==> src/hw/rtl/ipv4_dotted_text_parser_top_assert.svh <==
// ============================================================================
// IPv4 parser assertion macros
// Shared concurrent assertion wrappers for the IPv4 dotted text parser.
// ============================================================================
`ifndef IPV4_DOTTED_TEXT_PARSER_TOP_ASSERT_SVH
`define IPV4_DOTTED_TEXT_PARSER_TOP_ASSERT_SVH

`ifndef SYNTHESIS

// Same-cycle implication, checked outside reset
`define IPV4P_ASSERT_IMP(lbl, ante, cons) \
  lbl: assert property (@(posedge clk) disable iff (rst) (ante) |-> (cons)) \
    else $error("ipv4 parser assertion failed")

// Next-cycle implication, checked outside reset
`define IPV4P_ASSERT_NXT(lbl, ante, cons) \
  lbl: assert property (@(posedge clk) disable iff (rst) (ante) |=> (cons)) \
    else $error("ipv4 parser assertion failed")

`else

`define IPV4P_ASSERT_IMP(lbl, ante, cons)
`define IPV4P_ASSERT_NXT(lbl, ante, cons)

`endif

`endif

==> src/hw/rtl/ipv4p_pkg.sv <==
// ============================================================================
// IPv4 parser package
// Character codes, the host name table and the types shared by the parser.
// ============================================================================
package ipv4p_pkg;

  localparam logic [7:0]  CHAR_END   = 8'h00;
  localparam logic [7:0]  CHAR_SPACE = 8'h20;
  localparam logic [7:0]  CHAR_DOT   = 8'h2e;
  localparam logic [7:0]  CHAR_DIG0  = 8'h30;
  localparam logic [7:0]  CHAR_DIG9  = 8'h39;

  localparam logic [3:0]  NAME_LEN      = 4'd9;
  localparam logic [31:0] LOOPBACK_ADDR = (32'd127 << 24) | 32'h1;

  localparam logic [8:0]  OCTET_MAX   = 9'd255;
  localparam logic [11:0] OCTET_SAT   = 12'd256;
  localparam logic [2:0]  FIELD_SAT   = 3'd5;
  localparam logic [2:0]  FIELD_FULL  = 3'd4;

  // Request from the input register into the parser core
  typedef struct packed {
    logic       fire;
    logic [7:0] ch;
  } chr_req_t;

  // Result of one string
  typedef struct packed {
    logic        valid_res;
    logic [31:0] address;
  } res_t;

  // Characters of the loopback host name
  function automatic logic [7:0] host_name_char(input logic [3:0] idx);
    logic [7:0] c;
    unique case (idx)
      4'd0:    c = 8'h6c; // l
      4'd1:    c = 8'h6f; // o
      4'd2:    c = 8'h63; // c
      4'd3:    c = 8'h61; // a
      4'd4:    c = 8'h6c; // l
      4'd5:    c = 8'h68; // h
      4'd6:    c = 8'h6f; // o
      4'd7:    c = 8'h73; // s
      4'd8:    c = 8'h74; // t
      default: c = CHAR_END;
    endcase
    return c;
  endfunction

endpackage

==> src/hw/rtl/ipv4_dotted_text_parser_top.sv <==
// A result is loaded into the result register when its end character leaves the input register.
// Throughput: one character per cycle unless an end character waits on the result side; the
// single-pass core updates all state in the cycle a character leaves the input register.
// An end character waits in the input register while a result is stalled.
// Reset (rst, synchronous) empties both registers and restarts the parse.
// ============================================================================
// IPv4 dotted text parser top level
// Parses zero-terminated dotted-decimal strings into 32-bit addresses.
// ============================================================================
`include "ipv4_dotted_text_parser_top_assert.svh"

module ipv4_dotted_text_parser_top import ipv4p_pkg::*; (
  input  logic        clk,
  input  logic        rst,
  input  logic        in_valid,
  output logic        in_stall,
  input  logic [7:0]  char_code,
  output logic        out_valid,
  input  logic        out_stall,
  output logic        valid_res,
  output logic [31:0] address
);

  chr_req_t req;
  res_t     res;
  logic     res_fire;
  logic     out_ready;

  // Hold incoming characters
  ipv4p_in_reg u_in_reg (
    .clk       (clk),
    .rst       (rst),
    .in_valid  (in_valid),
    .in_stall  (in_stall),
    .char_code (char_code),
    .out_ready (out_ready),
    .req       (req)
  );

  // Advance the parse state
  ipv4p_core u_core (
    .clk      (clk),
    .rst      (rst),
    .req      (req),
    .res_fire (res_fire),
    .res      (res)
  );

  // Hold results for the downstream side
  ipv4p_out_reg u_out_reg (
    .clk       (clk),
    .rst       (rst),
    .load      (res_fire),
    .res       (res),
    .out_ready (out_ready),
    .out_valid (out_valid),
    .out_stall (out_stall),
    .valid_res (valid_res),
    .address   (address)
  );

  `IPV4P_ASSERT_IMP(a_end_needs_room, res_fire, out_ready);
  `IPV4P_ASSERT_NXT(a_end_gives_result, res_fire, out_valid);
  `IPV4P_ASSERT_IMP(a_fail_zero_addr, out_valid && !valid_res, address == 32'd0);

endmodule

==> src/hw/rtl/ipv4p_in_reg.sv <==
// ============================================================================
// IPv4 parser input register
// Holds one character and hands it to the core when the result side allows.
// ============================================================================
module ipv4p_in_reg import ipv4p_pkg::*; (
  input  logic       clk,
  input  logic       rst,
  input  logic       in_valid,
  output logic       in_stall,
  input  logic [7:0] char_code,
  input  logic       out_ready,
  output chr_req_t   req
);

  logic       full;
  logic [7:0] ch_q;
  logic       take;

  // Consume a held character; an end character needs room at the output
  assign take     = full && ((ch_q != CHAR_END) || out_ready);
  assign in_stall = full && !take;
  assign req.fire = take;
  assign req.ch   = ch_q;

  always_ff @(posedge clk) begin
    if (rst) begin
      full <= 1'b0;
    end else begin
      full <= in_valid || (full && !take);
    end
  end

  // Load a new request whenever the slot is free this cycle
  always_ff @(posedge clk) begin
    if (in_valid && !in_stall) begin
      ch_q <= char_code;
    end
  end

endmodule

==> src/hw/rtl/ipv4p_core.sv <==
// ============================================================================
// IPv4 parser core
// Per-character state update: octet build, field commit and name match.
// ============================================================================
module ipv4p_core import ipv4p_pkg::*; (
  input  logic     clk,
  input  logic     rst,
  input  chr_req_t req,
  output logic     res_fire,
  output res_t     res
);

  typedef enum logic [1:0] {
    PH_LEAD   = 2'd0,
    PH_FIELDS = 2'd1,
    PH_TRAIL  = 2'd2
  } phase_t;

  phase_t      phase,      phase_next;
  logic [8:0]  octet,      octet_next;
  logic [2:0]  fcount,     fcount_next;
  logic [31:0] accum,      accum_next;
  logic [3:0]  name_pos,   name_pos_next;
  logic        name_match, name_match_next;
  logic        failed,     failed_next;

  logic [2:0]  cnt_c;
  logic        fail_c;
  logic [31:0] acc_c;
  logic [11:0] oct_mul;
  logic [11:0] oct_sum;
  logic        is_digit;
  logic        do_commit;
  logic        end_fail;
  logic [2:0]  end_cnt;
  logic [31:0] end_acc;
  logic        end_ok;

  // Field commit values
  always_comb begin
    cnt_c  = (fcount < FIELD_SAT) ? fcount + 3'd1 : fcount;
    fail_c = failed || (octet > OCTET_MAX) || (cnt_c > FIELD_FULL);
    acc_c  = {accum[23:0], octet[7:0]};
  end

  // Decimal accumulate, saturating
  always_comb begin
    is_digit = (req.ch >= CHAR_DIG0) && (req.ch <= CHAR_DIG9);
    oct_mul  = ({3'b000, octet} << 3) + ({3'b000, octet} << 1);
    oct_sum  = oct_mul + {4'd0, req.ch - CHAR_DIG0};
  end

  // End of string result
  always_comb begin
    do_commit = !failed && (phase != PH_TRAIL);
    end_fail  = do_commit ? fail_c : failed;
    end_cnt   = do_commit ? cnt_c  : fcount;
    end_acc   = do_commit ? acc_c  : accum;
    end_ok    = !end_fail && (end_cnt == FIELD_FULL);
    if (name_match && (name_pos == NAME_LEN)) begin
      res.valid_res = 1'b1;
      res.address   = LOOPBACK_ADDR;
    end else begin
      res.valid_res = end_ok;
      res.address   = end_ok ? end_acc : 32'd0;
    end
  end

  assign res_fire = req.fire && (req.ch == CHAR_END);

  // Next state for one character
  always_comb begin
    phase_next      = phase;
    octet_next      = octet;
    fcount_next     = fcount;
    accum_next      = accum;
    name_pos_next   = name_pos;
    name_match_next = name_match;
    failed_next     = failed;
    if (req.ch == CHAR_END) begin
      phase_next      = PH_LEAD;
      octet_next      = 9'd0;
      fcount_next     = 3'd0;
      accum_next      = 32'd0;
      name_pos_next   = 4'd0;
      name_match_next = 1'b1;
      failed_next     = 1'b0;
    end else begin
      if (name_match && (name_pos < NAME_LEN) && (req.ch == host_name_char(name_pos))) begin
        name_pos_next = name_pos + 4'd1;
      end else begin
        name_match_next = 1'b0;
      end
      if (!failed) begin
        if (phase == PH_TRAIL) begin
          if (req.ch != CHAR_SPACE) begin
            failed_next = 1'b1;
          end
        end else if (!((phase == PH_LEAD) && (req.ch == CHAR_SPACE))) begin
          phase_next = PH_FIELDS;
          if (is_digit) begin
            octet_next = (oct_sum > OCTET_SAT) ? OCTET_SAT[8:0] : oct_sum[8:0];
          end else if ((req.ch == CHAR_DOT) || (req.ch == CHAR_SPACE)) begin
            fcount_next = cnt_c;
            failed_next = fail_c;
            accum_next  = acc_c;
            octet_next  = 9'd0;
            if (req.ch == CHAR_SPACE) begin
              phase_next = PH_TRAIL;
            end
          end else begin
            failed_next = 1'b1;
          end
        end
      end
    end
  end

  always_ff @(posedge clk) begin
    if (rst) begin
      phase      <= PH_LEAD;
      octet      <= 9'd0;
      fcount     <= 3'd0;
      accum      <= 32'd0;
      name_pos   <= 4'd0;
      name_match <= 1'b1;
      failed     <= 1'b0;
    end else if (req.fire) begin
      phase      <= phase_next;
      octet      <= octet_next;
      fcount     <= fcount_next;
      accum      <= accum_next;
      name_pos   <= name_pos_next;
      name_match <= name_match_next;
      failed     <= failed_next;
    end
  end

endmodule

==> src/hw/rtl/ipv4p_out_reg.sv <==
// ============================================================================
// IPv4 parser result register
// Holds one result until the downstream side takes it.
// ============================================================================
module ipv4p_out_reg import ipv4p_pkg::*; (
  input  logic        clk,
  input  logic        rst,
  input  logic        load,
  input  res_t        res,
  output logic        out_ready,
  output logic        out_valid,
  input  logic        out_stall,
  output logic        valid_res,
  output logic [31:0] address
);

  res_t held;

  assign out_ready = !out_valid || !out_stall;
  assign valid_res = held.valid_res;
  assign address   = held.address;

  always_ff @(posedge clk) begin
    if (rst) begin
      out_valid <= 1'b0;
    end else if (load) begin
      out_valid <= 1'b1;
    end else if (!out_stall) begin
      out_valid <= 1'b0;
    end
  end

  // Capture a new request result
  always_ff @(posedge clk) begin
    if (load) begin
      held <= res;
    end
  end

endmodule

==> config.mk <==
export PLATFORM = sky130hd
export DESIGN_NAME = ipv4_dotted_text_parser_top
export DESIGN_NICKNAME = d
export VERILOG_FILES = /design/src/hw/rtl/ipv4p_pkg.sv /design/src/hw/rtl/ipv4_dotted_text_parser_top.sv /design/src/hw/rtl/ipv4p_in_reg.sv /design/src/hw/rtl/ipv4p_core.sv /design/src/hw/rtl/ipv4p_out_reg.sv
export VERILOG_INCLUDE_DIRS = /design/src /design/src/hw/rtl
export SDC_FILE = /design/constraint.sdc
export NUM_CORES = 1
export LEC_CHECK = 0
export ABC_AREA = 1
export BUFFER_PORTS_ARGS = -buffer_cell sky130_fd_sc_hd__buf_2
export CAP_MARGIN = 20
export CORE_ASPECT_RATIO = 1.2
export CORE_MARGIN = 4
export CORE_UTILIZATION = 27
export CTS_BUF_LIST = sky130_fd_sc_hd__clkbuf_2 sky130_fd_sc_hd__clkbuf_4 sky130_fd_sc_hd__clkbuf_8
export CTS_CLUSTER_SIZE = 12
export DETAILED_ROUTE_END_ITERATION = 12
export HOLD_SLACK_MARGIN = 0.15
export PLACE_DENSITY_LB_ADDON = 0.3
export RECOVER_POWER = 100
export SYNTH_ARGS = -nofsm -noshare
export SYNTH_HDL_FRONTEND = slang
export SYNTH_HIERARCHICAL = 1
export SYNTH_SLANG_ARGS = --single-unit
==> constraint.sdc <==
create_clock -name clk -period 3.5 [get_ports clk]
set_input_delay 0.35 -clock clk [delete_from_list [all_inputs] [get_ports clk]]
set_output_delay 0.35 -clock clk [all_outputs]
set_load 0.005 [all_outputs]
======== After elaboration in Yosys (flattened, before gate mapping) ========
Memories as Yosys holds them, arrays and structs flattened. A register that Yosys moved wholly into a read port is not among the register bits.
Cells that the tools add are included.
storage, ports and cells
  bits in read-only memories .............. 112
  register bits ........................... 95
  memories ................................ 1
  bits of input ports ..................... 12
memories
  name              depth  bits a word  read ports  clocked after Yosys merged registers in  write ports  line             source
  (name not given)  16     7            1           1                                        0            ipv4p_pkg.sv:36  unique case (idx)
operators by class
  magnitude comparators ................... 7
  reduce and logical (&&, ||, !) cells .... 35
  muxes and demuxes ....................... 47
  equality and inequality tests ........... 14
  add/sub/neg operators ................... 5
  bitwise gates (word level) .............. 1
operator list
  cell                                                                                 count
  32-bit 2-to-1 mux                                                                    7
  9-bit 2-to-1 mux                                                                     7
  31-bit 2-to-1 mux                                                                    1
  3-bit 2-to-1 mux                                                                     8
  8-bit by 6-bit equality test with 1-bit output, second input constant                2
  4-bit 2-to-1 mux                                                                     4
  2-bit 2-to-1 mux                                                                     7
  12-bit by 10-bit adder with 12-bit output                                            1
  12-bit by 8-bit adder with 12-bit output                                             1
  12-bit by 9-bit greater-than comparator with 1-bit output, second input constant     1
  1-bit 2-to-1 mux                                                                     12
  1-bit logical AND                                                                    11
  9-bit by 8-bit greater-than comparator with 1-bit output, second input constant      1
  8-bit equality test                                                                  1
  8-bit by 6-bit greater-or-equal comparator with 1-bit output, second input constant  1
  8-bit by 6-bit <= comparator with 1-bit output, second input constant                1
  8-bit logical NOT                                                                    1
  8-bit 2-to-1 mux                                                                     1
  2-bit by 1-bit != test with 1-bit output, second input constant                      4
  8-bit by 6-bit != test with 1-bit output, second input constant                      1
  8-bit nonzero test                                                                   1
  8-bit by 6-bit subtractor with 8-bit output, second input constant                   1
  1-bit logical NOT                                                                    6
  1-bit logical OR                                                                     6
  other kinds (18)                                                                     22

======== Depth between registers and ports, before layout ========
Gate-level depths: netlist of run 1.
  depth after elaboration ................. 10
  mapped depth ............................ 17

======== By module ========
The synthesis of run 1 kept the hierarchy.
by module, submodules not included
  module         area each (um^2)  cells an instance  sequential area each (um^2)  times used
  ipv4p_core     4,066.4           571                1,161.1                      1
  ipv4p_out_reg  1,029.7           37                 1,011.0                      1
  ipv4p_in_reg   349.1             23                 260.2                        1

======== Least setup slack after synthesis of run 1 ========
Ideal clock, no wire load.
  kind .................................... register to register
  start ................................... register u_in_reg.ch_q[5]
  end ..................................... register u_core.octet[2]
  cell stages (with the launch flop) ...... 14
  buffers on the path ..................... 0
  path slack .............................. 0.667 ns
  arrival time ............................ 2.762 ns
  cells stage by stage .................... edfxtp_1 ha_1 xnor2_1 fa_1 ha_1 a21oi_1 nor2_1 nor2_1 nand3_1 nand2_1 inv_1 a21oi_1 nand4_1 a21oi_1
on the way
  longest elaborated chain between the ends .. 9
  elaborated cells between the ends (all ways) .. 25
  those cells by class .................... add/sub (2); order compare (3); eq/ne (5); mux (6); reduce/logical (9)
RTL lines
  what                                                       line                source
  start: declaration                                         ipv4p_in_reg.sv:16  logic [7:0] ch_q;
  start signal: assignment                                   ipv4p_in_reg.sv:36  ch_q <= char_code;
  8-bit by 6-bit subtractor with 8-bit output                ipv4p_core.sv:50    oct_sum = oct_mul + {4'd0, req.ch - CHAR_DIG0};
  12-bit by 8-bit adder with 12-bit output                   ipv4p_core.sv:50
  12-bit by 9-bit greater-than comparator with 1-bit output  ipv4p_core.sv:102   octet_next = (oct_sum > OCTET_SAT) ? OCTET_SAT[8:0] : oct_sum[8:0];
  9-bit 2-to-1 mux                                           ipv4p_core.sv:102
  9-bit 2-to-1 mux                                           ipv4p_core.sv:101   if (is_digit) begin
  9-bit 2-to-1 mux                                           ipv4p_core.sv:99    end else if (!((phase == PH_LEAD) && (req.ch == CHAR_SPACE))) begin
  9-bit 2-to-1 mux                                           ipv4p_core.sv:95    if (phase == PH_TRAIL) begin
  9-bit 2-to-1 mux                                           ipv4p_core.sv:94    if (!failed) begin
  9-bit 2-to-1 mux                                           ipv4p_core.sv:80    if (req.ch == CHAR_END) begin
  end signal: assignment                                     ipv4p_core.sv:130   octet <= octet_next;
  end: declaration                                           ipv4p_core.sv:20    logic [8:0] octet, octet_next;
Parallel ways exist; a longest one is shown, timed or not. The select of a mux whose other input is x is not followed.
A chain may end at the register's enable or synchronous reset.

======== Worst setup path in the final report of run 1 ========
  start ................................... register u_in_reg.ch_q[5]
  end ..................................... register u_core.octet[8]
The elaborated chain is that of the path after synthesis.

==> implementation parameters, run 1 <==
Parameter                              Value

Worst hold path
  Hold WC Path Type    primary input to register

Yosys
  Top flip-flop cell by instance count after synthesis    sky130_fd_sc_hd__dfxtp_1
  Cell area after technology mapping    5450 um2
  Yosys reg bits    ~100
  Register area share after synthesis    0.447
  Post-Synthesis Net Count    672
  Number of enable flip-flop cells after synthesis    41
  Warnings, synthesis    6
  Syn Inst Count    631
  Count of unique library cells instantiated by Yosys    39
  Share of synthesized flip-flops with an asynchronous set or reset    0
  Per-instance average area after synthesis    8.63 um2

Place
  Detailed Place HPWL    8.71 mm
  Worst slack at placement    ~0.43 ns
  Global placement routability congestion    0.764
  Count of buffers inserted at the top-level ports    46
  Placed cell count    921

Layout
  Nets@finish    720
  Antenna cell count    0
  Final std cells w/o fill    approximately 950
  Final core utilization    0.310
  Growth of design area from synthesis to finish    12.2%
  Layout cell share with drive strength beyond 1    0.114
  Filler cells    2111

GRT
  Number of global-route vias before repair    4189
  Overflow left after global routing    0
  Largest net degree at the start of global routing    53
  GRT Resource Usage Total    0.117
  Number of antenna violations at the first check in global routing    0
  First-pass GRT wire length    20.8 mm

Power
  Share of power burned in combinational logic    0.069
  Leakage power    0.00233 uW
  Int Power    1720 uW
  Total net switching power    531 uW
  Net Sw Frac    0.236
  Relative contribution of sequential cells to total power    0.554
  Power per standard cell area    368 nW/um2
  Max rail drop VDD    0.000155 V
  Clock power frac    0.376

Setup path
  Critical Path RT    3.74 ns
  Register-to-Register Setup Slack    between 0.4 and 0.5 ns
  Kind of critical path    register to register
  Worst setup SP type    register
  Endpoint arrival time on the critical path    3.32 ns
  Maximum fanout along the worst path    9
  Nature of the critical path endpoint    register

Job
  Reported max-cap violation count    0

Clock tree
  Root Buffer Master    sky130_fd_sc_hd__clkbuf_8
  TritonCTS clock tree    done
  Clock-pin transition on the worst setup and hold timing paths    0.09 ns
  Maximum count of clock buffers along a single path    2
  Number of clock sinks    101
  H-tree Lvls    3
  # resized after CTS    0
  Clock insertion delay at the later pin of the skew report    0.38 ns
  TritonCTS Buffers    9

Timing
  Slew at the pin with the worst max-slew slack    0.848 ns
  Final cycle utilization of the critical path    0.882
  Number of hold-slack violations in the final timing report    0
  Worst-case clock skew    0.0137 ns
  Final setup violation count    0
  Final-layout worst hold slack    0.223 ns
  Unrepaired setup endpoints after global routing    no
  Highest clock rate    about 0.32 GHz
  Final slew viol count    0
  Final worst path period need    a little over 3 ns
  Worst max-slew margin expressed relative to the limit    0.435
  Worst Setup Slack, final    approximately 0.41 ns
  Total negative slack for setup checks    0 ns

Route
  Count of antenna-violating nets left after detailed routing    0
  Detailed-routing iteration count for the pre-antenna-repair pass    7
  Post-DR wirelength/cell    ~13 um
  Total detailed-routing wirelength    12.5 mm
  1st-iter DRT viols    217
  Vias per inst    4.53
  DRC errors left    0
  Routed vias    around 4300

Floorplanning
  Die Span Y    164 um
  Standard-cell rows    56
  DIE AREA    22500 um2
  Chip Width    138 um
  Initial core utilization    0.277
  Core ar.    roughly 20000 um2
  Top-level I/O count    47

Status
  Run status    completed
## flip-flops by register name (all words and copies together), names as in the netlist, 2 cells and up, named ones only
register,cells
u_core/phase,2
u_out_reg/address,32
u_in_reg/ch_q,8
u_core/name_pos,4
u_core/fcount,3
u_core/accum,32
u_core/octet,9
## critical path: stages (launching register included)
cell,delay (ns)
sky130_fd_sc_hd__edfxtp_1,0.50
sky130_fd_sc_hd__ha_1,0.25
sky130_fd_sc_hd__xnor2_1,0.19
sky130_fd_sc_hd__fa_1,0.45
sky130_fd_sc_hd__ha_1,0.38
sky130_fd_sc_hd__a21oi_1,0.26
sky130_fd_sc_hd__nand3_1,0.13
sky130_fd_sc_hd__nand2_1,0.09
sky130_fd_sc_hd__nand2_1,0.05
sky130_fd_sc_hd__nand2_1,0.05
sky130_fd_sc_hd__nand2_1,0.05
sky130_fd_sc_hd__nor2_2,0.29
sky130_fd_sc_hd__nand3b_1,0.12
sky130_fd_sc_hd__nand2_1,0.07
sky130_fd_sc_hd__a21oi_1,0.05
## metal layers
metal,GRT usage,wire [um],part of all wire
met5,0,0,0
met4,0.0463,102,0.0081
met3,0.0200,368,0.029
met2,0.197,6280,0.50
met1,0.147,5780,0.46
## cells in the mapped netlist, types with 2 or more instances
library cell / number / area, um2
sky130_fd_sc_hd__inv_1: 66 / 248
sky130_fd_sc_hd__fa_1: 6 / 120
sky130_fd_sc_hd__buf_2: 4 / 20.0
sky130_fd_sc_hd__nand3_1: 46 / 230
sky130_fd_sc_hd__buf_4: 4 / 30.0
sky130_fd_sc_hd__inv_2: 3 / 11.3
sky130_fd_sc_hd__o21ai_0: 16 / 80.1
sky130_fd_sc_hd__xnor2_1: 3 / 26.3
sky130_fd_sc_hd__nor2_4: 2 / 22.5
sky130_fd_sc_hd__a211oi_2: 20 / 250
sky130_fd_sc_hd__nor2_8: 2 / 40.0
sky130_fd_sc_hd__nor2_2: 5 / 31.3
sky130_fd_sc_hd__clkbuf_1: 13 / 48.8
sky130_fd_sc_hd__edfxtp_1: 41 / 1230
sky130_fd_sc_hd__nand2_1: 132 / 495
sky130_fd_sc_hd__nand4_1: 14 / 87.6
sky130_fd_sc_hd__a211oi_1: 20 / 150
sky130_fd_sc_hd__a21boi_0: 3 / 22.5
sky130_fd_sc_hd__xor2_1: 3 / 26.3
sky130_fd_sc_hd__a21oi_1: 58 / 290
sky130_fd_sc_hd__a21oi_2: 2 / 17.5
sky130_fd_sc_hd__nand2_8: 2 / 40.0
sky130_fd_sc_hd__dfxtp_1: 60 / 1200
sky130_fd_sc_hd__nand3_2: 4 / 40.0
sky130_fd_sc_hd__nand2_2: 4 / 25.0
sky130_fd_sc_hd__buf_6: 4 / 45.0
sky130_fd_sc_hd__nor2_1: 59 / 221
sky130_fd_sc_hd__ha_1: 23 / 288
sky130_fd_sc_hd__nand3b_1: 2 / 15.0
## area by class of cell
| class | instances | area (um2) | share of cell area |
|---|---|---|---|
| multi-input combinational | 434 | 2510 | 0.412 |
| clock inverter | 5 | 82.6 | 0.0135 |
| inverter | 71 | 274 | 0.0449 |
| tap | 261 | 327 | 0.0535 |
| sequential | 101 | 2430 | 0.398 |
| timing repair buffer | 62 | 332 | 0.0543 |
| clock buffer | 11 | 145 | 0.0238 |
## logic make-up after synthesis
family,after synthesis,synth area share
flip-flops,101,0.447
AO/OA/AOI/OAI,123,0.156
buffers and inverters,96,0.0767
XOR/XNOR,6,0.00965
AND/OR/NAND/NOR,276,0.236
adder cells (fa/ha/maj),29,0.0749
## worst paths after layout
path,from,to,cells past startpoint
max,u_in_reg/ch_q[5]$_DFFE_PP_,u_core/octet[8]$_SDFFE_PP0P_,14
min reg2reg,u_core/accum[25]$_SDFFE_PP0P_,u_core/accum[25]$_SDFFE_PP0P_,2
min,in_valid,u_in_reg/full$_SDFF_PP0_,3
max reg2reg,u_in_reg/ch_q[5]$_DFFE_PP_,u_core/octet[8]$_SDFFE_PP0P_,14
## per-stage QoR
stage	total power (uW)	instance area [um2]
after global placement	1430	5920
after floorplan	1390	5450
after CTS	2290	6230
after detailed placement	1430	5920
final	2250	6110
after global routing	2360	6110
## repair_timing
| action | CTS | global route |
|---|---|---|
| setup buffers | 0 | 0 |
| hold endpoints to repair | 8 | 0 |
| hold buffers | 8 | 0 |
| endpoints found under the setup margin | 0 | 0 |
## cell usage in the layout (no fill, tap or decap), types with 2 or more instances in the layout
cell type / netlist / routed
sky130_fd_sc_hd__nand2_1: 132 / 135
sky130_fd_sc_hd__inv_1: 66 / 69
sky130_fd_sc_hd__nor2_1: 59 / 61
sky130_fd_sc_hd__dfxtp_1: 60 / 60
sky130_fd_sc_hd__a21oi_1: 58 / 58
sky130_fd_sc_hd__nand3_1: 46 / 48
sky130_fd_sc_hd__edfxtp_1: 41 / 41
sky130_fd_sc_hd__a211oi_1: 20 / 26
sky130_fd_sc_hd__buf_2: 4 / 23
sky130_fd_sc_hd__clkbuf_1: 13 / 23
sky130_fd_sc_hd__ha_1: 23 / 23
sky130_fd_sc_hd__o21ai_0: 16 / 16
sky130_fd_sc_hd__nand4_1: 14 / 14
sky130_fd_sc_hd__a211oi_2: 20 / 14
sky130_fd_sc_hd__clkbuf_8: 0 / 10
sky130_fd_sc_hd__dlygate4sd3_1: 0 / 8
sky130_fd_sc_hd__fa_1: 6 / 6
sky130_fd_sc_hd__buf_4: 4 / 5
sky130_fd_sc_hd__nor2_2: 5 / 4
sky130_fd_sc_hd__xnor2_1: 3 / 3
sky130_fd_sc_hd__xor2_1: 3 / 3
sky130_fd_sc_hd__a21boi_0: 3 / 3
sky130_fd_sc_hd__bufinv_16: 0 / 2
sky130_fd_sc_hd__inv_6: 1 / 2
sky130_fd_sc_hd__buf_1: 0 / 2
sky130_fd_sc_hd__nor2_4: 2 / 2
sky130_fd_sc_hd__nand3_2: 4 / 2
sky130_fd_sc_hd__nand3b_1: 2 / 2
sky130_fd_sc_hd__nand2_2: 4 / 2
sky130_fd_sc_hd__a21oi_2: 2 / 2
## power groups by stage
stage,clock network [uW],registers (uW),logic (uW)
after floorplan,0,1270,118
after global placement,0,1270,155
after detailed placement,0,1270,155
after CTS,879,1250,162
after global routing,926,1250,182
final,846,1250,156
Note: power is estimated with default switching activity, not from simulation.
==> inputs of run 2 (changes only) <==
--- a/config.mk
+++ b/config.mk
@@ -7,6 +7,7 @@
 export NUM_CORES = 1
 export LEC_CHECK = 0
 export ABC_AREA = 1
+export ABC_CLOCK_PERIOD_IN_PS = 3500
 export BUFFER_PORTS_ARGS = -buffer_cell sky130_fd_sc_hd__buf_2
 export CAP_MARGIN = 20
 export CORE_ASPECT_RATIO = 1.2
@@ -18,6 +19,7 @@
 export HOLD_SLACK_MARGIN = 0.15
 export PLACE_DENSITY_LB_ADDON = 0.3
 export RECOVER_POWER = 100
+export REMOVE_ABC_BUFFERS = 1
 export SYNTH_ARGS = -nofsm -noshare
 export SYNTH_HDL_FRONTEND = slang
 export SYNTH_HIERARCHICAL = 1
==> run 2 against run 1 <==
- first-iteration DRC count up 68%
- highest routed layer unchanged
- largest cell class unchanged
- sequential share of layout area is 0.34 points higher
- register-to-register slack better by 0.02 ns
- flip-flop and latch count unchanged
- clock skew down 0.0014 ns
- worst setup slack improved by 0.024 ns
- via count decreased by 2.3%
- clock power decreased by 16%
- clock-buffer cell count is 2 lower
- non-clock buffer count is 2 lower
- largest power group unchanged
==> implementation parameters, run 2 (synthesis results as in run 1) <==
Parameter                              Value

Status
  Run status    completed

Route
  Vias per inst    4.43 (-2.1%)
  DRC errors left    0 (unchanged)
  Count of antenna-violating nets left after detailed routing    0 (unchanged)
  Routed vias    4179 (-2.3%)
  1st-iter DRT viols    364 (+68%)
  Total detailed-routing wirelength    11.7 mm (-6.9%)
  Detailed-routing iteration count for the pre-antenna-repair pass    4 (-3)
  Post-DR wirelength/cell    12.4 um (-6.7%)

Setup path
  Endpoint arrival time on the critical path    3.30 ns (-0.02 ns)
  Register-to-Register Setup Slack    0.44 ns (+0.02 ns)
  Capturing point of the worst reg2reg path    u_core/octet[8]$_SDFFE_PP0P_
  Kind of critical path    register to register
  Cell seen most often among critical-path stages    sky130_fd_sc_hd__nand2_1
  Nature of the critical path endpoint    register
  Maximum fanout along the worst path    9 (unchanged)
  Worst setup SP type    register
  Depth of the worst register-to-register path    14 (unchanged)
  Max incr delay on CP    0.49 ns (about the same)
  Slowest stage cell on the critical path    sky130_fd_sc_hd__edfxtp_1
  Cells traversed along the worst timing path    ha_1, xnor2_1, fa_1, ha_1, a21oi_1, nand3_1, nand2_1, nand2_1, nand2_1, nand2_1, nor2_2, nand3b_1, nand2_1, a21oi_1
  Critical Path RT    3.74 ns (about the same)
  Worst reg2reg startpoint    u_in_reg/ch_q[5]$_DFFE_PP_

Timing
  Worst-case clock skew    0.0123 ns (-0.00137 ns)
  Final worst path period need    3.06 ns (-0.0243 ns)
  Worst max-slew margin expressed relative to the limit    0.434 (-0.00114)
  Number of hold-slack violations in the final timing report    0 (unchanged)
  Final cycle utilization of the critical path    0.875 (-0.00693)
  Slew at the pin with the worst max-slew slack    0.849 ns (+0.000770 ns)
  Final slew viol count    0 (unchanged)
  Final setup violation count    0 (unchanged)
  Unrepaired setup endpoints after global routing    no
  Total negative slack for setup checks    0 ns (unchanged)
  Worst Setup Slack, final    0.438 ns (+0.0243 ns)
  Highest clock rate    0.327 GHz (+0.79%)

Worst hold path
  Hold WC Path Type    primary input to register
  Worst Hold Path Cells    3 (unchanged)
  Endpoint of the worst hold path    u_in_reg/full$_SDFF_PP0_
  Start point of the worst min-delay path    in_valid

Clock tree
  Root Buffer Master    sky130_fd_sc_hd__clkbuf_8
  TritonCTS clock tree    done
  Clock-pin transition on the worst setup and hold timing paths    0.10 ns (about the same)
  H-tree Lvls    3 (unchanged)
  Number of clock sinks    101 (unchanged)
  Maximum count of clock buffers along a single path    2 (unchanged)
  Clock insertion delay at the later pin of the skew report    0.38 ns (about the same)
  Post-CTS repair timing setup buffer count    0 (unchanged)
  TritonCTS Buffers    9 (unchanged)

Layout
  Nets@finish    718 (-0.28%)
  Multi-input combinational cell area    2510 um2 (unchanged)
  Highest-count cells in the layout ignoring fill and taps    135 x sky130_fd_sc_hd__nand2_1, 69 x sky130_fd_sc_hd__inv_1, 61 x sky130_fd_sc_hd__nor2_1
  Growth of design area from synthesis to finish    11.2%
  Filler cells    2100 (-0.52%)
  Storage element area    2430 um2 (unchanged)
  Most common library cell in the layout ignoring fill and taps    sky130_fd_sc_hd__nand2_1
  Layout cell share with drive strength beyond 1    0.120 (+0.00620)
  Final non-filler cell area    6060 um2 (-0.84%)
  Antenna cell count    0 (unchanged)

Floorplanning
  Standard-cell rows    56 (unchanged)
  Top-level I/O count    47 (unchanged)
  Initial core utilization    0.277 (unchanged)
  Core ar.    19700 um2 (unchanged)
  Chip Width    138 um (unchanged)
  Die Span Y    164 um (unchanged)
  DIE AREA    22500 um2 (unchanged)

Power
  Power per standard cell area    348 nW/um2 (-5.3%)
  Max rail drop VDD    0.000192 V (+24%)
  Leakage power    0.00231 uW (-0.99%)

GRT
  First-pass GRT wire length    19.5 mm (-6.3%)
  Largest net degree at the start of global routing    53 (unchanged)
  Overflow left after global routing    0 (unchanged)
  Number of global-route vias before repair    3776 (-9.9%)
  GRT Resource Usage Total    0.108 (-0.00843)
  Number of antenna violations at the first check in global routing    0 (unchanged)

Job
  Reported max-cap violation count    0 (unchanged)

Place
  Worst slack at placement    0.432 ns (-0.00216 ns)
  Count of buffers inserted at the top-level ports    46 (unchanged)
  Placement-stage cell area    5900 um2 (-0.25%)
  Detailed Place HPWL    8.12 mm (-6.8%)
  Global placement routability congestion    0.784 (+2.6%)
run 2: final cells by class:
| class | count | share of cell area |
|---|---|---|
| Multi-Input combinational cell | 434 | 0.415 |
| Sequential cell | 101 | 0.402 |
| Timing Repair Buffer | 60 | 0.0539 |
| Tap cell | 261 | 0.0539 |
| Inverter | 71 | 0.0452 |
| Clock buffer | 9 | 0.0205 |
| Clock inverter | 7 | 0.00950 |
run 2: report_power, final:
group	switching (uW)	internal [uW]	leakage, uW	total (uW)
clock network	439	270	0.0000926	709
registers	17.0	1230	0.000801	1250
logic	101	54.6	0.00141	156
run 2: through the flow:
stage | util | total power (uW) | hold WS (ns) | instances
after floorplan | - | 1380 | 0.412 | 606
after global placement | 0.300 | 1430 | 0.451 | 919
after detailed placement | 0.300 | 1430 | 0.455 | 919
after CTS | 0.313 | 2150 | 0.191 | 943
after global routing | 0.308 | 2220 | 0.197 | 943
final | 0.308 | 2110 | 0.214 | 943
run 2: per-layer routing:
layer,vias up,GRT usage,part of all wire
met1,1868,0.155,0.50
li1,2219,-,-
met2,82,0.162,0.44
met5,-,0,0
met4,0,0.0408,0.015
met3,10,0.0188,0.042
run 2: critical path: cells and delay by family (launching register included):
| kind | cells | cell delay [ns] |
|---|---|---|
| simple gates | 8 | 0.86 |
| compound gates | 2 | 0.31 |
| xor+xnor | 1 | 0.18 |
| fa+ha+maj | 3 | 1.07 |
| flops | 1 | 0.49 |
run 2: worst max path at each step:
stage                                     from                       endpoint  slack (ns)
finish              u_in_reg/ch_q[5]$_DFFE_PP_   u_core/octet[8]$_SDFFE_PP0P_        0.44
global route        u_in_reg/ch_q[4]$_DFFE_PP_  u_core/fcount[0]$_SDFFE_PP0P_        0.09
CTS                 u_in_reg/ch_q[5]$_DFFE_PP_   u_core/octet[8]$_SDFFE_PP0P_        0.42
detailed placement  u_in_reg/ch_q[5]$_DFFE_PP_   u_core/octet[8]$_SDFFE_PP0P_        0.43
global placement    u_in_reg/ch_q[5]$_DFFE_PP_   u_core/octet[8]$_SDFFE_PP0P_        0.49
floorplan           u_in_reg/ch_q[5]$_DFFE_PP_   u_core/octet[0]$_SDFFE_PP0P_        0.67
run 2: repair_timing:
action / 4_1_cts / 5_1_grt
resized for setup: 0 / 0
endpoints found under the hold margin: 8 / 0
hold buffers: 8 / 0
==> inputs of run 3 (changes only) <==
--- a/config.mk
+++ b/config.mk
@@ -6,10 +6,8 @@
 export SDC_FILE = /design/constraint.sdc
 export NUM_CORES = 1
 export LEC_CHECK = 0
-export ABC_AREA = 1
 export ABC_CLOCK_PERIOD_IN_PS = 3500
 export BUFFER_PORTS_ARGS = -buffer_cell sky130_fd_sc_hd__buf_2
-export CAP_MARGIN = 20
 export CORE_ASPECT_RATIO = 1.2
 export CORE_MARGIN = 4
 export CORE_UTILIZATION = 27
==> run 3 against run 2 <==
- critical path depth is 2 lower
- clock-buffer cell count stayed put
- critical endpoint is now u_core/octet[3]$_SDFFE_PP0P_
- worst setup slack worse by 0.16 ns
- largest cell class unchanged
- fmax is 5.1% lower
- worst hold slack lost 0.019 ns
==> implementation parameters, run 3 <==
Parameter                              Value

Place
  Count of buffers inserted at the top-level ports    46 (unchanged)
  Worst slack at placement    0.186 ns (-0.246 ns)
  Global placement routability congestion    0.776 (-1.0%)
  Placed cell count    859 (-6.5%)
  Detailed Place HPWL    8.32 mm (+2.6%)

Timing
  Unrepaired setup endpoints after global routing    no
  Final slew viol count    0 (unchanged)
  Slew at the pin with the worst max-slew slack    1.33 ns (+0.481 ns)
  Worst-case clock skew    0.00571 ns (-0.00659 ns)
  Final setup violation count    0 (unchanged)
  Final cycle utilization of the critical path    0.921 (+0.0466)
  Highest clock rate    0.310 GHz (-5.1%)
  Final worst path period need    3.23 ns (+0.163 ns)
  Worst Setup Slack, final    0.275 ns (-0.163 ns)
  Worst max-slew margin expressed relative to the limit    0.114 (-0.320)
  Number of hold-slack violations in the final timing report    0 (unchanged)
  Total negative slack for setup checks    0 ns (unchanged)

Power
  Max rail drop VDD    0.000199 V (+3.7%)
  Total net switching power    559 uW (+0.31%)
  Power per standard cell area    365 nW/um2 (+4.7%)
  Relative contribution of sequential cells to total power    0.570 (-0.021)
  Net Sw Frac    0.255 (-0.00872)
  Leakage power    0.00205 uW (-11%)
  Int Power    1630 uW (+5.0%)
  Share of power burned in combinational logic    0.074 (about the same)
  Clock power frac    0.356 (+0.020)

Setup path
  Maximum fanout along the worst path    9 (unchanged)
  Endpoint arrival time on the critical path    3.53 ns (+0.23 ns)
  Critical Path RT    3.80 ns (+0.06 ns)
  Kind of critical path    register to register
  Worst setup SP type    register
  Nature of the critical path endpoint    register

Yosys
  Warnings, synthesis    6 (unchanged)
  Top flip-flop cell by instance count after synthesis    sky130_fd_sc_hd__dfxtp_1
  Cell area after technology mapping    5260 um2 (-3.4%)
  Syn Inst Count    575 (-8.9%)
  Cell type with the largest total area after synthesis    sky130_fd_sc_hd__edfxtp_1
  Per-instance average area after synthesis    9.14 um2 (+6.0%)
  Commonest cells in the synthesized netlist    107 x sky130_fd_sc_hd__nand2_1, 74 x sky130_fd_sc_hd__a21oi_1, 60 x sky130_fd_sc_hd__dfxtp_1, 41 x sky130_fd_sc_hd__edfxtp_1, 39 x sky130_fd_sc_hd__nand3_1
  Dominant cell by count in the synthesized netlist    sky130_fd_sc_hd__nand2_1
  Share of synthesized flip-flops with an asynchronous set or reset    0 (unchanged)
  Register area share after synthesis    0.463 (+0.0159)
  Top cell type's share of synthesized area    0.234 (+0.00807)
  Top post-synthesis cells by area    sky130_fd_sc_hd__edfxtp_1 23%, sky130_fd_sc_hd__dfxtp_1 23%, sky130_fd_sc_hd__nand2_1 7.6%
  Yosys reg bits    101 (unchanged)
  Number of enable flip-flop cells after synthesis    41 (unchanged)
  Count of unique library cells instantiated by Yosys    68 (+74%)

Clock tree
  TritonCTS Buffers    9 (unchanged)
  Clock insertion delay at the later pin of the skew report    0.38 ns (about the same)
  Root Buffer Master    sky130_fd_sc_hd__clkbuf_8
  # resized after CTS    0 (unchanged)
  Clock-pin transition on the worst setup and hold timing paths    0.10 ns (about the same)
  H-tree Lvls    3 (unchanged)
  TritonCTS clock tree    done
  Number of clock sinks    101 (unchanged)
  Maximum count of clock buffers along a single path    2 (unchanged)

Route
  Count of antenna-violating nets left after detailed routing    0 (unchanged)
  DRC errors left    0 (unchanged)
  Total detailed-routing wirelength    12.3 mm (+5.2%)
  Routed vias    4218 (+0.93%)
  1st-iter DRT viols    284 (-22%)
  Vias per inst    4.77 (+7.7%)
  Post-DR wirelength/cell    13.9 um (+12%)
  Detailed-routing iteration count for the pre-antenna-repair pass    5 (+1)

Floorplanning
  Initial core utilization    0.277 (about the same)
  Top-level I/O count    47 (unchanged)
  Core ar.    19000 um2 (-3.5%)
  Die Span Y    161 um (-1.7%)
  Chip Width    135 um (-1.6%)
  DIE AREA    21800 um2 (-3.3%)
  Standard-cell rows    55 (-1.8%)

Layout
  Final core utilization    0.316 (+0.00837)
  Final std cells w/o fill    884 (-6.3%)
  Layout cell share with drive strength beyond 1    0.118 (-0.00240)
  Growth of design area from synthesis to finish    14.1%
  Most common library cell in the layout ignoring fill and taps    sky130_fd_sc_hd__nand2_1
  Highest-count cells in the layout ignoring fill and taps    107 x sky130_fd_sc_hd__nand2_1, 74 x sky130_fd_sc_hd__a21oi_1, 60 x sky130_fd_sc_hd__dfxtp_1
  Nets@finish    664 (-7.5%)
  Filler cells    2050 (-2.4%)
  Antenna cell count    0 (unchanged)

GRT
  GRT Resource Usage Total    0.116 (+0.00789)
  First-pass GRT wire length    20.6 mm (+5.5%)
  Number of global-route vias before repair    4037 (+6.9%)
  Overflow left after global routing    0 (unchanged)
  Largest net degree at the start of global routing    40 (-25%)
  Number of antenna violations at the first check in global routing    0 (unchanged)

Job
  Reported max-cap violation count    0 (unchanged)

Status
  Run status    completed

Worst hold path
  Hold WC Path Type    primary input to register
-- run 3: changes by cell type after synthesis, sizes merged, moves of 9 or more --
cell    previous run  this run
inv               71        28
a21oi             60        74
nor2              68        15
mux2i              0         9
nand2b             0         9
nand2            138       107
a211oi            40         4
nand3             50        39
-- run 3: cell families (layout without fill, tap and decap cells) --
family / Yosys count / in the layout / synth area share
AOI/OAI and AO/OA: 140 / 140 / 0.160
DFF: 101 / 101 / 0.463
muxes: 10 / 10 / 0.0193
adders and majority gates: 29 / 29 / 0.0776
buffers and inverters: 58 / 111 / 0.0471
and+or+nand+nor: 223 / 223 / 0.210
xor gates and xnor gates: 14 / 14 / 0.0233
-- run 3: repair_timing --
item,in CTS,in global routing
endpoints found under the hold margin,8,0
hold buffers,8,0
buffers inserted,0,1
setup endpoints to repair,0,5
-- run 3: path summary, 6_finish.rpt --
kind / start / endpoint / slack (ns) / depth (start not counted)
worst min register to register: u_core/accum[30]$_SDFFE_PP0P_ / u_core/accum[30]$_SDFFE_PP0P_ / 0.45 / 2
worst max-delay path: u_in_reg/ch_q[5]$_DFFE_PP_ / u_core/octet[3]$_SDFFE_PP0P_ / 0.27 / 12
worst max register to register: u_in_reg/ch_q[5]$_DFFE_PP_ / u_core/octet[3]$_SDFFE_PP0P_ / 0.27 / 12
worst min-delay path: in_valid / u_in_reg/full$_SDFF_PP0_ / 0.19 / 3
-- run 3: power groups by stage --
stage | combinational [uW] | clock [uW] | sequential (uW)
floorplan | 103 | 0 | 1270
global placement | 157 | 0 | 1280
detailed placement | 157 | 0 | 1280
CTS | 165 | 809 | 1250
global route | 182 | 851 | 1250
finish | 162 | 779 | 1250
-- run 3: cell type report --
type | count | area, um2 | area share
clock inverter | 7 | 81.3 | 0.0136
tap | 256 | 320 | 0.0534
multi-input combinational | 416 | 2570 | 0.428
clock buffer | 9 | 124 | 0.0206
inverter | 29 | 109 | 0.0181
timing repair buffer | 66 | 368 | 0.0613
sequential | 101 | 2430 | 0.405
-- run 3: layer usage --
layer	vias up	routed length, um	track usage
met5	-	0	0
met3	15	633	0.0304
met2	94	5800	0.186
met4	0	167	0.0312
li1	2142	-	-
met1	1967	5680	0.156
-- run 3: stage by stage --
step / hold WS, ns / area (um2) / total power, uW
5_1_grt: 0.171 / 6000 / 2280
4_1_cts: 0.173 / 6040 / 2220
6_report: 0.195 / 6000 / 2190
3_3_place_gp: 0.439 / 5750 / 1430
3_5_place_dp: 0.442 / 5750 / 1430
2_1_floorplan: 0.419 / 5120 / 1380
-- run 3: worst max-delay path: stages, from the launching register on --
cell and delay (ns):
sky130_fd_sc_hd__edfxtp_1 0.49, sky130_fd_sc_hd__a21oi_1 0.21, sky130_fd_sc_hd__xnor2_1 0.10, sky130_fd_sc_hd__fa_1 0.48, sky130_fd_sc_hd__inv_1 0.04, sky130_fd_sc_hd__ha_1 0.41
sky130_fd_sc_hd__a21o_1 0.22, sky130_fd_sc_hd__a21oi_1 0.21, sky130_fd_sc_hd__o21ai_0 0.15, sky130_fd_sc_hd__a32oi_1 0.29, sky130_fd_sc_hd__nand4_1 0.13, sky130_fd_sc_hd__buf_4 0.18
sky130_fd_sc_hd__o31ai_1 0.22
